**config.mk**
```make
export PLATFORM = sky130hd
export DESIGN_NAME = ultrasonic_parking_occupancy
export DESIGN_NICKNAME = d
export VERILOG_FILES = /design/src/sv/upo_pkg.sv /design/src/sv/upo_cell.sv /design/src/sv/upo_row.sv /design/src/sv/ultrasonic_parking_occupancy.sv
export SDC_FILE = /design/constraint.sdc
export NUM_CORES = 2
export LEC_CHECK = 0
export ABC_AREA = 1
export BUFFER_PORTS_ARGS = -buffer_cell sky130_fd_sc_hd__buf_2
export CORE_MARGIN = 10
export CORE_UTILIZATION = 47
export DETAILED_ROUTE_END_ITERATION = 8
export GPL_TIMING_DRIVEN = 0
export PLACE_DENSITY = 0.74
export SLEW_MARGIN = 5
export SYNTH_ARGS = -nofsm -noshare
export SYNTH_HDL_FRONTEND = slang
export SYNTH_SLANG_ARGS = --single-unit
export TNS_END_PERCENT = 10
```
**constraint.sdc**
```tcl
create_clock -name clk -period 7 [get_ports clk]
set_clock_uncertainty 0.2 [all_clocks]
set_input_delay 0.35 -clock clk [delete_from_list [all_inputs] [get_ports clk]]
set_output_delay 0.35 -clock clk [all_outputs]
set_load 0.02 [all_outputs]
```
**src/sv/upo_pkg.sv**
```systemverilog
// shared types and constants for the parking occupancy block
package upo_pkg;
    localparam int WINDOW_MAX_DEF = 16;
    localparam int SENSE_RST = 10;
    localparam int THR_RST = 100;
    localparam logic [7:0] HDR_BYTE = 8'hFF;
    localparam logic [5:0] DIST_NUM = 6'd5;
    localparam logic [5:0] DIST_DEN = 6'd34;

    localparam logic REG_SENSE = 1'b0;
    localparam logic REG_THR = 1'b1;

    typedef enum logic [2:0] {
        ST_IDLE,
        ST_LOAD,
        ST_SORT,
        ST_SUM,
        ST_DIV,
        ST_CMP,
        ST_OUT
    } state_t;

    typedef struct packed {
        logic load;
        logic sort_odd;
        logic sort_en;
    } cell_ctl_t;
endpackage

```
**src/sv/upo_cell.sv**
```systemverilog
// one cell of the sorting row: holds one reading and swaps with its right neighbor
module upo_cell (
    input  logic           clk,
    input  upo_pkg::cell_ctl_t ctl,
    input  logic           my_odd,
    input  logic [15:0]    load_val,
    input  logic           load_valid,
    input  logic [15:0]    left_val,
    input  logic           left_valid,
    input  logic [15:0]    right_val,
    input  logic           right_valid,
    input  logic           has_right,
    output logic [15:0]    val,
    output logic           valid
);
    logic [15:0] val_reg, val_next;
    logic        valid_reg, valid_next;
    logic        lead, follow;

    // a cell leads a pair when its parity matches the phase
    assign lead   = (my_odd == ctl.sort_odd) && has_right;
    assign follow = (my_odd != ctl.sort_odd);

    always_comb
    begin
        val_next   = val_reg;
        valid_next = valid_reg;
        if (ctl.load)
        begin
            val_next   = load_val;
            valid_next = load_valid;
        end
        else if (ctl.sort_en)
        begin
            // invalid entries sort as largest
            if (lead && valid_reg && right_valid && (val_reg > right_val))
                val_next = right_val;
            else if (lead && !valid_reg && right_valid)
            begin
                val_next   = right_val;
                valid_next = 1'b1;
            end
            else if (follow && left_valid && valid_reg && (left_val > val_reg))
                val_next = left_val;
            else if (follow && !left_valid && valid_reg)
            begin
                valid_next = 1'b0;
                val_next   = left_val;
            end
        end
    end

    always_ff @(posedge clk)
    begin
        val_reg   <= val_next;
        valid_reg <= valid_next;
    end

    assign val   = val_reg;
    assign valid = valid_reg;
endmodule

```
**src/sv/upo_row.sv**
```systemverilog
// row of sorting cells, odd-even transposition
module upo_row #(
    parameter int WINDOW_MAX = upo_pkg::WINDOW_MAX_DEF
) (
    input  logic                          clk,
    input  upo_pkg::cell_ctl_t            ctl,
    input  logic [WINDOW_MAX-1:0][15:0]   load_val,
    input  logic [WINDOW_MAX-1:0]         load_valid,
    output logic [WINDOW_MAX-1:0][15:0]   vals
);
    logic [WINDOW_MAX-1:0] valids;

    for (genvar g = 0; g < WINDOW_MAX; g++)
    begin : g_cell
        logic [15:0] lv, rv;
        logic        lvd, rvd;
        if (g == 0)
        begin : g_l0
            assign lv = 16'd0;
            assign lvd = 1'b1;
        end
        else
        begin : g_l
            assign lv = vals[g-1];
            assign lvd = valids[g-1];
        end
        if (g == WINDOW_MAX - 1)
        begin : g_r0
            assign rv = 16'd0;
            assign rvd = 1'b0;
        end
        else
        begin : g_r
            assign rv = vals[g+1];
            assign rvd = valids[g+1];
        end
        upo_cell u_cell (
            .clk(clk), .ctl(ctl), .my_odd(1'(g % 2)),
            .load_val(load_val[g]), .load_valid(load_valid[g]),
            .left_val(lv), .left_valid(lvd),
            .right_val(rv), .right_valid(rvd),
            .has_right(g != WINDOW_MAX - 1),
            .val(vals[g]), .valid(valids[g])
        );
    end
endmodule

```
**src/sv/ultrasonic_parking_occupancy.sv**
```systemverilog
// top level of the ultrasonic parking occupancy detector
//
//  channel | dir | handshake         | payload
//  s_axis  | in  | tvalid/tready     | tdata[31:0] = byte0, byte1, byte2, byte3
//  m_axis  | out | tvalid/tready     | tdata[15:0] filtered_raw, tuser[3:0] flags
//  cfg     | in  | cfg_we            | cfg_index 0 sense_times, 1 threshold_cm
//
// a request passes through a push, the load and odd-even passes in the cell row,
// the adds of the kept readings, a restoring divide of the sum (SW = 16 + count bits),
// the compare phases on the multipliers shared by the current and previous window
// and the output register.
// reset clears counts, previous value and the control fsm; the window holds
// garbage until written. the result sits in an output register; a new request
// is taken once that register is free.
module ultrasonic_parking_occupancy #(
    parameter int WINDOW_MAX = upo_pkg::WINDOW_MAX_DEF
) (
    input  logic        clk,
    input  logic        rst_n,
    input  logic        s_axis_tvalid,
    output logic        s_axis_tready,
    input  logic [31:0] s_axis_tdata,   // byte0, byte1, byte2, byte3
    output logic        m_axis_tvalid,
    input  logic        m_axis_tready,
    output logic [15:0] m_axis_tdata,   // filtered_raw
    output logic [3:0]  m_axis_tuser,   // frame_ok, window_full, state_changed, occupied
    input  logic        cfg_we,
    input  logic        cfg_index,
    input  logic [13:0] cfg_data
);
    localparam int IW = (WINDOW_MAX > 1) ? $clog2(WINDOW_MAX) : 1;
    localparam int CW = $clog2(WINDOW_MAX + 1);
    localparam int SW = 16 + CW;
    localparam int LW = $clog2(WINDOW_MAX + SW + 2);
    localparam int DW = $clog2(SW);
    localparam int RW = 20 + CW;
    localparam int TW = CW + 7;

    // compare outcome codes
    localparam logic [1:0] CMP_EQ    = 2'd0;
    localparam logic [1:0] CMP_BELOW = 2'd1;
    localparam logic [1:0] CMP_ABOVE = 2'd2;

    // configuration
    logic [4:0]  sense_reg;
    logic [13:0] thr_reg;

    always_ff @(posedge clk or negedge rst_n)
    begin
        if (!rst_n)
        begin
            sense_reg <= 5'(upo_pkg::SENSE_RST);
            thr_reg   <= 14'(upo_pkg::THR_RST);
        end
        else if (cfg_we)
        begin
            if (cfg_index == upo_pkg::REG_SENSE)
                sense_reg <= cfg_data[4:0];
            else
                thr_reg <= cfg_data;
        end
    end

    // effective window length
    logic [CW-1:0] eff_len;
    always_comb
    begin
        if (sense_reg == 5'd0)
            eff_len = CW'(1);
        else if (32'(sense_reg) > WINDOW_MAX)
            eff_len = CW'(WINDOW_MAX);
        else
            eff_len = CW'(sense_reg);
    end

    // frame decode
    logic [7:0] b0, b1, b2, b3, hi, lo, ck;
    assign b0 = s_axis_tdata[7:0];
    assign b1 = s_axis_tdata[15:8];
    assign b2 = s_axis_tdata[23:16];
    assign b3 = s_axis_tdata[31:24];
    assign hi = (b0 != upo_pkg::HDR_BYTE) ? b0 : b1;
    assign lo = (b0 != upo_pkg::HDR_BYTE) ? b1 : b2;
    assign ck = (b0 != upo_pkg::HDR_BYTE) ? b2 : b3;

    // window as a shift chain, newest reading in entry 0; entries below the count are held
    logic [WINDOW_MAX-1:0][15:0] win_reg;
    logic [CW-1:0] count_reg, count_next;
    logic [SW-1:0] prev_sum_reg;
    logic [CW-1:0] prev_kept_reg;

    // per-request working registers
    upo_pkg::state_t state_reg, state_next;
    logic          ok_reg;
    logic [15:0]   raw_reg;
    logic [LW-1:0] step_reg;
    logic [SW-1:0] sum_reg;
    logic [CW-1:0] kept_reg, drop_reg;
    logic [SW-1:0] rem_reg;
    logic [SW-1:0] quo_reg;
    logic [1:0]    cmp_ph_reg;
    logic [RW-1:0] lhs_reg;
    logic [RW-1:0] rhs_reg;
    logic [1:0]    c0_reg, c1_reg;

    // result register
    logic          out_v_reg;
    logic [15:0]   out_d_reg;
    logic [3:0]    out_u_reg;

    assign s_axis_tready = (state_reg == upo_pkg::ST_IDLE) && !out_v_reg;
    assign m_axis_tvalid = out_v_reg;
    assign m_axis_tdata  = out_d_reg;
    assign m_axis_tuser  = out_u_reg;

    logic acc;
    assign acc = s_axis_tvalid && s_axis_tready;

    // cell row control and load image
    upo_pkg::cell_ctl_t ctl;
    logic [WINDOW_MAX-1:0][15:0] ld_val;
    logic [WINDOW_MAX-1:0]       ld_valid;
    logic [WINDOW_MAX-1:0][15:0] row_vals;

    always_comb
    begin
        for (int i = 0; i < WINDOW_MAX; i++)
        begin
            ld_val[i]   = win_reg[i];
            ld_valid[i] = (i < 32'(count_reg));
        end
    end

    upo_row #(.WINDOW_MAX(WINDOW_MAX)) u_row (
        .clk(clk), .ctl(ctl), .load_val(ld_val), .load_valid(ld_valid),
        .vals(row_vals)
    );

    // shared multiplier operand for the compare
    logic [RW-1:0] mul_a;
    logic [19:0]   thr_scaled;
    logic [SW-1:0] cmp_sum;
    logic [CW-1:0] cmp_kept;
    assign cmp_sum  = (cmp_ph_reg == 2'd0) ? sum_reg : prev_sum_reg;
    assign cmp_kept = (cmp_ph_reg == 2'd0) ? kept_reg : prev_kept_reg;

    logic [SW-1:0] eff_sum;
    logic [CW-1:0] eff_kept;
    assign eff_sum    = (cmp_kept == '0) ? '0 : cmp_sum;
    assign eff_kept   = (cmp_kept == '0) ? CW'(1) : cmp_kept;
    assign thr_scaled = 20'(thr_reg) * 20'(upo_pkg::DIST_DEN);
    assign mul_a      = RW'(thr_scaled) * RW'(eff_kept);

    logic [1:0] cmp_res;
    assign cmp_res = (lhs_reg < rhs_reg) ? CMP_BELOW :
                     ((lhs_reg > rhs_reg) ? CMP_ABOVE : CMP_EQ);

    // divide by three through the reciprocal 43/128, exact below 128
    logic [CW-1:0] tgt;
    logic [TW-1:0] tgt_prod;
    assign tgt_prod = TW'(eff_len) * TW'(43);
    assign tgt      = CW'(tgt_prod >> 7);

    // readings dropped from the low end: half the surplus, rounded up
    logic [CW:0] drop_sum;
    assign drop_sum = (CW+1)'(count_reg) - (CW+1)'(tgt) + (CW+1)'(1);

    always_comb
    begin
        state_next  = state_reg;
        count_next  = count_reg;
        ctl.load     = 1'b0;
        ctl.sort_en  = 1'b0;
        ctl.sort_odd = step_reg[0];
        case (state_reg)
            upo_pkg::ST_IDLE:
            begin
                if (acc)
                    state_next = upo_pkg::ST_LOAD;
            end
            upo_pkg::ST_LOAD:
            begin
                // push happens here, count trimmed to the window length
                if (ok_reg)
                begin
                    if (count_reg >= CW'(WINDOW_MAX))
                        count_next = CW'(WINDOW_MAX);
                    else
                        count_next = count_reg + CW'(1);
                    if (count_next > eff_len)
                        count_next = eff_len;
                end
                state_next = upo_pkg::ST_SORT;
            end
            upo_pkg::ST_SORT:
            begin
                if (step_reg == '0)
                    ctl.load = 1'b1;
                else
                    ctl.sort_en = 1'b1;
                if (32'(step_reg) == WINDOW_MAX + 1)
                    state_next = upo_pkg::ST_SUM;
            end
            upo_pkg::ST_SUM:
            begin
                if (32'(step_reg) >= 32'(kept_reg))
                    state_next = upo_pkg::ST_DIV;
            end
            upo_pkg::ST_DIV:
            begin
                if (32'(step_reg) == SW)
                    state_next = upo_pkg::ST_CMP;
            end
            upo_pkg::ST_CMP:
            begin
                if (cmp_ph_reg == 2'd3)
                    state_next = upo_pkg::ST_OUT;
            end
            upo_pkg::ST_OUT:
                state_next = upo_pkg::ST_IDLE;
            default:
                state_next = upo_pkg::ST_IDLE;
        endcase
    end

    always_ff @(posedge clk or negedge rst_n)
    begin
        if (!rst_n)
        begin
            state_reg     <= upo_pkg::ST_IDLE;
            count_reg     <= '0;
            prev_sum_reg  <= '0;
            prev_kept_reg <= '0;
            out_v_reg     <= 1'b0;
            step_reg      <= '0;
            cmp_ph_reg    <= '0;
        end
        else
        begin
            state_reg  <= state_next;
            count_reg  <= count_next;
            if (state_reg == upo_pkg::ST_OUT)
                out_v_reg <= 1'b1;
            else if (m_axis_tvalid && m_axis_tready)
                out_v_reg <= 1'b0;
            case (state_reg)
                upo_pkg::ST_LOAD:
                    step_reg <= '0;
                upo_pkg::ST_SORT:
                    step_reg <= (state_next == upo_pkg::ST_SUM) ? '0 : step_reg + LW'(1);
                upo_pkg::ST_SUM:
                    step_reg <= (state_next == upo_pkg::ST_DIV) ? '0 : step_reg + LW'(1);
                upo_pkg::ST_DIV:
                    step_reg <= step_reg + LW'(1);
                upo_pkg::ST_CMP:
                    cmp_ph_reg <= cmp_ph_reg + 2'd1;
                upo_pkg::ST_OUT:
                begin
                    prev_sum_reg  <= sum_reg;
                    prev_kept_reg <= kept_reg;
                    cmp_ph_reg    <= '0;
                end
                default:
                    step_reg <= '0;
            endcase
        end
    end

    // restoring divide, one quotient bit per cycle from the top
    logic [DW-1:0] div_bit;
    assign div_bit = (32'(step_reg) < SW) ? DW'(SW - 1 - 32'(step_reg)) : '0;

    logic [SW-1:0] quo_next;
    logic [SW-1:0] rem_next;
    always_comb
    begin
        rem_next = {rem_reg[SW-2:0], sum_reg[div_bit]};
        quo_next = quo_reg;
        if (rem_next >= SW'(kept_reg))
        begin
            rem_next = rem_next - SW'(kept_reg);
            quo_next = {quo_reg[SW-2:0], 1'b1};
        end
        else
            quo_next = {quo_reg[SW-2:0], 1'b0};
    end

    logic full;
    logic changed;
    assign full = count_reg >= eff_len;
    assign changed = full && (((c0_reg == CMP_BELOW) && (c1_reg == CMP_ABOVE)) ||
                              ((c1_reg == CMP_BELOW) && (c0_reg == CMP_ABOVE)) ||
                              ((prev_sum_reg == '0) && (sum_reg != '0)));

    always_ff @(posedge clk)
    begin
        if (acc)
        begin
            ok_reg  <= (8'(hi + lo) == 8'(ck + 8'd1));
            raw_reg <= {hi, lo};
        end
        if (state_reg == upo_pkg::ST_LOAD && ok_reg)
        begin
            win_reg[0] <= raw_reg;
            for (int i = 1; i < WINDOW_MAX; i++)
                win_reg[i] <= win_reg[i-1];
        end
        case (state_reg)
            upo_pkg::ST_SORT:
            begin
                sum_reg <= '0;
                if (eff_len > CW'(3) && count_reg > tgt)
                begin
                    kept_reg <= tgt;
                    drop_reg <= drop_sum[CW:1];
                end
                else
                begin
                    kept_reg <= count_reg;
                    drop_reg <= '0;
                end
            end
            upo_pkg::ST_SUM:
            begin
                if (32'(step_reg) < 32'(kept_reg))
                    sum_reg <= sum_reg + SW'(row_vals[IW'(32'(drop_reg) + 32'(step_reg))]);
                rem_reg <= '0;
                quo_reg <= '0;
            end
            upo_pkg::ST_DIV:
            begin
                if (32'(step_reg) < SW)
                begin
                    rem_reg <= rem_next;
                    quo_reg <= quo_next;
                end
            end
            upo_pkg::ST_CMP:
            begin
                if (cmp_ph_reg == 2'd0 || cmp_ph_reg == 2'd2)
                begin
                    lhs_reg <= RW'(eff_sum) * RW'(upo_pkg::DIST_NUM);
                    rhs_reg <= mul_a;
                end
                if (cmp_ph_reg == 2'd1)
                    c1_reg <= cmp_res;
                if (cmp_ph_reg == 2'd3)
                    c0_reg <= cmp_res;
            end
            upo_pkg::ST_OUT:
            begin
                out_d_reg <= (kept_reg == '0) ? 16'd0 : quo_reg[15:0];
                out_u_reg <= {changed && (c1_reg == CMP_BELOW), changed, full, ok_reg};
            end
            default:
            begin
            end
        endcase
    end

`ifndef SYNTHESIS
    a_ready_idle: assert property (@(posedge clk) disable iff (!rst_n)
        s_axis_tready |-> state_reg == upo_pkg::ST_IDLE)
        else $error("ready outside idle");
    a_count_max: assert property (@(posedge clk) disable iff (!rst_n)
        32'(count_reg) <= WINDOW_MAX)
        else $error("count overflow");
    a_out_after: assert property (@(posedge clk) disable iff (!rst_n)
        $rose(out_v_reg) |-> $past(state_reg) == upo_pkg::ST_OUT)
        else $error("result without compute");
    a_kept: assert property (@(posedge clk) disable iff (!rst_n)
        state_reg == upo_pkg::ST_DIV |-> kept_reg <= count_reg)
        else $error("kept too large");
`endif
endmodule
```
# == Word-level counts from Yosys, hierarchy flattened ==
# Index checks and enable logic that the tools add are counted.
# Widths: inputs -> output; s select.
# word_totals
in_bits,52
reg_bits,745
elab_cells,606
out_inout_bits,22
# classes
n_eq_ne,50
order_cmp,46
add_sub_neg,11
reduce_logical,192
bitwise_logic,2
n_mux,230
n_mul,4
# op_table
op,count
$mux 16,95
$gt 16x16->1,15
$mux 1,100
$logic_and 1x1->1,87
$reduce_bool 5->1,14
$bmux 16 s4,1
$mux 21,3
$reduce_and 4->1,14
$reduce_and 2->1,24
$mux 5,9
$reduce_bool 3->1,15
$ne 3x3->1 const B,14
$pmux 21 s2,1
$lt 4x5->1 const A,8
$mux 20,2
$pmux 20 s2,1
$ne 2x2->1 const B,17
$pmux 16 s2,1
$gt 24x25->1,1
$lt 24x25->1,1
$mul 19x5->24,1
$mul 21x3->24 const B,1
$mux 8,3
$pmux 6 s4,1
56 further kinds,106

# == Longest topological paths before layout ==
# depth
depth_word,9
ltp_mapped,26
ltp_nobuf,26

# == Cells and area by module ==
# Synthesis repeated with hierarchy kept, for this count alone.
# hier_totals
cells_unflattened,7940
area_unflattened_um2,60494.3
# by_module_without_submodules
module,cells_per_inst,instances,seq_area_each_um2,area_each_um2
ultrasonic_parking_occupancy,2879,1,13899.6,27642.8
upo_cell (u_row.g_cell[0].u_cell ...),316,13,510.5,2053.2
upo_cell (u_row.g_cell[7].u_cell ...),317,3,510.5,2050.7
upo_row,2,1,0.0,7.5

# == Least setup slack after synthesis ==
# Ideal clock, no wire load.
# synth_timing
kind,register to register
start,register state_reg[0]
end,register count_reg[1]
path_buffers,0
stages_incl_launch_ff,8
setup_ns,0.130
required_time_ns,6.670
t_arrival_ns,6.716
period_less_slack_ns,7.046
path_slack_ns,-0.046
cell_sequence,dfrtp_1 > inv_1 > nor3_1 > nand2_1 > inv_1 > o21ai_0 > a21oi_1 > a21oi_1
# synth_via
elab_chain_cells,2
# synth_rtl
item,line,source
"start, declared",ultrasonic_parking_occupancy.sv:93,"upo_pkg::state_t state_reg, state_next;"
"start signal, assigned",ultrasonic_parking_occupancy.sv:230,state_reg <= upo_pkg::ST_IDLE;
"start signal, assigned",ultrasonic_parking_occupancy.sv:240,state_reg <= state_next;
$eq 3x1->1,ultrasonic_parking_occupancy.sv:175,case (state_reg)
$reduce_and 2->1 (no source line),--,
"end signal, assigned",ultrasonic_parking_occupancy.sv:241,count_reg <= count_next;
"end, declared",ultrasonic_parking_occupancy.sv:88,"logic [CW-1:0] count_reg, count_next;"
# Every way passes these cells.
# A chain may end at the register's enable or synchronous reset.

# == Final worst setup path ==
# layout_timing
start,register step_reg[1]
end,"register sum_reg[12], data pin"
# layout_via
elab_chain_cells,6
# layout_rtl
item,line,source
"start, declared",ultrasonic_parking_occupancy.sv:96,logic [LW-1:0] step_reg;
"start signal, assigned",ultrasonic_parking_occupancy.sv:250,step_reg <= (state_next == upo_pkg::ST_SUM) ? '0 : step_reg + LW'(1);
"start signal, assigned",ultrasonic_parking_occupancy.sv:252,step_reg <= (state_next == upo_pkg::ST_DIV) ? '0 : step_reg + LW'(1);
"start signal, assigned",ultrasonic_parking_occupancy.sv:254,step_reg <= step_reg + LW'(1);
$add 4x4->4,ultrasonic_parking_occupancy.sv:326,sum_reg <= sum_reg + SW'(row_vals[IW'(32'(drop_reg) + 32'(step_reg))]);
$bmux 16 s4,ultrasonic_parking_occupancy.sv:326,
$mux 16 (implied by the code),ultrasonic_parking_occupancy.sv:326,
$add 21x16->21,ultrasonic_parking_occupancy.sv:326,
$mux 21,ultrasonic_parking_occupancy.sv:325,if (32'(step_reg) < 32'(kept_reg))
$pmux 21 s2,ultrasonic_parking_occupancy.sv:308,case (state_reg)
"end signal, assigned",ultrasonic_parking_occupancy.sv:326,
"end, declared",ultrasonic_parking_occupancy.sv:97,logic [SW-1:0] sum_reg;
# Every way passes these cells. The select of a mux whose other input is x is not followed.

==> Flow_metrics.wiki <==
{| class="wikitable"
! Metric !! Value
|-
| Weighted congestion at the end of routability-driven global placement || 1.02
|-
| Critical Path Sink Type || register
|-
| Worst Setup Path Type || register to register
|-
| Max-capacitance violation count || 0
|-
| Clock latency reported for the late side of the worst-skew pair || 0.69 ns
|-
| Core outline area || 104000 um2
|-
| Highest net fanout along the worst path || 10
|-
| Deepest level of the CTS H-tree || 3
|-
| Layout Area Growth over Synthesis || 11.5%
|-
| Via density per instance || 5.65
|-
| Mapped cell area || 49200 um2
|-
| Total routing resource utilization after global routing || 0.250
|-
| Uppermost layer routed || met5
|-
| Yosys top cell by area || sky130_fd_sc_hd__edfxtp_1
|-
| Total nets after synthesis || 6360
|-
| Core Rows || 118
|-
| Wire length on met3 || 13800 um
|-
| Number of distinct standard cells referenced by the synthesized netlist || 66
|-
| Inserted Clock Buffers || 84
|-
| Post-layout net count || 6581
|-
| Post-route cell area || 54900 um2
|-
| Count of mapped cells out of synthesis || 5816
|-
| First-iteration detailed-routing DRC count || 4763
|-
| Layout filler cell count || 9536
|-
| Depth of the most critical reg-to-reg path || 18
|-
| DIE AREA || 118000 um2
|-
| Synth Register Bits || 745
|-
| Sum Neg Setup Slack || 0 ns
|-
| Pre-CTS setup slack || 0.923 ns
|-
| Library cell contributing the largest single delay on the critical path || sky130_fd_sc_hd__fa_1
|-
| RSZ-0062 raised after global routing || false
|-
| Final hold violation count || 0
|-
| CTS tree || built
|-
| Reg2Reg Capture Point || sum_reg[12]$_SDFFCE_PN0P_
|-
| Via count of the first global-routing pass || 40244
|-
| Boundary pin count || 74
|-
| Post-cts gate resize count || 0
|-
| Floorplan die height || 344 um
|-
| Main flop type after synthesis || sky130_fd_sc_hd__edfxtp_1
|-
| Largest incremental delay on the critical path || 0.67 ns
|-
| DRC || 0
|-
| Sequential fraction of the synthesis area || 0.448
|-
| Number of slew-limit violations in the final report || 0
|-
| Required arrival time at the worst endpoint || 7.23 ns
|-
| Clock sinks || 745
|-
| Leading cell type by number of instances after synthesis || sky130_fd_sc_hd__nand2_1
|-
| Most frequent cells after synthesis || sky130_fd_sc_hd__nand2_1 (1576), sky130_fd_sc_hd__edfxtp_1 (683), sky130_fd_sc_hd__inv_1 (662), sky130_fd_sc_hd__nor2_1 (470), sky130_fd_sc_hd__nand3_1 (445)
|-
| Fraction of final layout cells with drive strength greater than 1 || 0.0659
|-
| Number of synthesized flops with an enable pin || 683
|-
| Asr flop ratio synth || 0.0832
|-
| Vias after detailed routing || 42308
|-
| Crit path launch type || register
|-
| Mean cell area of the mapped netlist || 8.47 um2
|-
| Remaining Overflow, GRT || 0
|-
| Count of final setup violators || 0
|-
| Total met2 wirelength after detailed routing || 68400 um
|-
| Half-perimeter wire length after detailed placement || 119000 um
|-
| Path type of the worst min-delay path || primary input to asynchronous set/reset pin
|-
| CP Launch Point || step_reg[1]$_DFFE_PN0N_
|-
| Pin count of the biggest net entering global routing || 63
|-
| Max Clock Freq || 159 MHz
|-
| Crit share post-route || 0.901
|-
| Final antenna-violating net count || 0
|-
| Clk root buf || sky130_fd_sc_hd__clkbuf_16
|-
| Number of buffers inserted by port buffering || 73
|-
| Number of search-and-repair iterations in the first detailed-routing pass || 6
|-
| Final Hold Slack || 0.0816 ns
|-
| Wire length of the first global-routing pass || 231000 um
|-
| Worst Path Arrival || 6.54 ns
|-
| Slack of the worst reg-to-reg path || 0.70 ns
|-
| Cell area reported after detailed placement || 51600 um2
|-
| Total Routed Length || 152000 um
|-
| Initial standard-cell utilization of the core || 0.474
|-
| Synth top area cells || sky130_fd_sc_hd__edfxtp_1 (42%), sky130_fd_sc_hd__nand2_1 (12%), sky130_fd_sc_hd__ha_1 (11%), sky130_fd_sc_hd__inv_1 (5.0%), sky130_fd_sc_hd__nand3_1 (4.5%)
|-
| CTS clock-pin slew for the worst setup and hold paths || 0.06 ns
|-
| Length of routed wiring on met1 || 62800 um
|-
| Tightest Pin Transition || 1.32 ns
|-
| Final min period || 6.30 ns
|-
| Cell-by-cell trace of the critical path || inv_1 > fa_1 > clkbuf_1 > buf_1 > o211ai_1 > o21a_1 > o21ai_0 > o21ai_0 > ha_1 > fa_1 > nand3_1 > nand3_1 > a21boi_0 > o21ai_2 > a21oi_1 > inv_1 > o21ai_0 > a21oi_1
|-
| Max transition margin || 0.120
|-
| Number of warnings reported in the yosys synthesis log || 0
|-
| Critical register-to-register path startpoint || step_reg[1]$_DFFE_PN0N_
|-
| Overall die width || 344 um
|-
| Cell type with the highest occurrence count on the critical path || sky130_fd_sc_hd__o21ai_0
|-
| Average wire per standard cell || 20.3 um
|-
| Deepest clock path buffer count || 3
|-
| Run status || completed
|-
| Share of the synthesized area in the top cell type || 0.416
|-
| Crit path setup slack, layout || 0.696 ns
|-
| Number of antenna violations at the first check in global routing || 3
|}
[per-stage QoR]
step                utilization  std cells
floorplan                     -       5816
global placement          0.495       7269
detailed placement        0.497       7281
CTS                       0.529       7483
global route              0.529       7483
finish                    0.529       7484
[logic make-up after synthesis]
group	share of synthesized area
other cells	0.000152
buf+inv	0.0716
fa+ha+maj	0.134
mux	0.00137
flops	0.448
xor+xnor	0.0149
compound gates	0.105
simple gates	0.224
[worst max path at each step]
stage / endpoint / cells past startpoint
floorplan: rhs_reg[23]$_DFFE_PP_ / 24
global placement: ld_val[217]$_DFFE_PP_ / 4
detailed placement: rhs_reg[23]$_DFFE_PP_ / 25
CTS: rhs_reg[23]$_DFFE_PP_ / 25
global route: rhs_reg[22]$_DFFE_PP_ / 25
finish: sum_reg[12]$_SDFFCE_PN0P_ / 18
[what timing repair did]
action	CTS	global route
buffers inserted	0	0
setup endpoints to repair	0	0
endpoints found under the hold margin	94	0
hold buffers	50	0
[final cells by class]
cell class	instances	area, um2	area share
inverter	677	2550	0.0464
clock buffer	109	2290	0.0417
buffer	217	986	0.0180
tap	1380	1730	0.0314
clock inverter	43	482	0.00877
timing repair buffer	135	1110	0.0202
multi-input combinational	4177	23700	0.432
antenna	1	2.50	0.0000456
sequential	745	22100	0.402
[metal layers]
metal	vias up	global-route usage
met2	2067	0.400
met4	2	0.102
met1	19826	0.332
li1	20021	-
met3	392	0.0486
met5	-	0
[worst max-delay path, delay by kind of cell, from the launching register on]
kind	cells	cell delay (ns)
AO/OA/AOI/OAI	9	2.25
adder cells (fa/ha/maj)	3	1.44
buffers and inverters	4	1.45
flip-flops	1	0.46
AND/OR/NAND/NOR	2	0.22
[layout by cell type (no fill, tap or decap), drive strengths merged, types with 3 or more instances in the layout]
master,synthesis,final
a21oi,347,347
fa,61,61
dlygate4sd3,0,50
bufinv,0,8
nand2,1597,1597
a211oi,10,10
o211ai,75,75
nor4,17,17
nand4,50,50
xnor2,23,23
nand3b,7,7
a22oi,4,4
o22ai,3,3
clkbuf,107,216
ha,431,431
o21a,31,31
dfstp,5,5
dfrtp,57,57
mux2,6,6
a31o,5,5
a21o,14,14
inv,673,676
edfxtp,683,683
a21boi,9,9
nor3,45,45
xor2,61,61
o21ai,387,387
clkinvlp,0,3
and2,5,5
or2,11,11
nand3,449,449
clkinv,4,33
nor2,479,479
o21bai,18,18
buf,110,195
a31oi,15,15
Power is not shown: default switching activity piles up to over one toggle a cycle in this logic, so the estimate is an artifact.
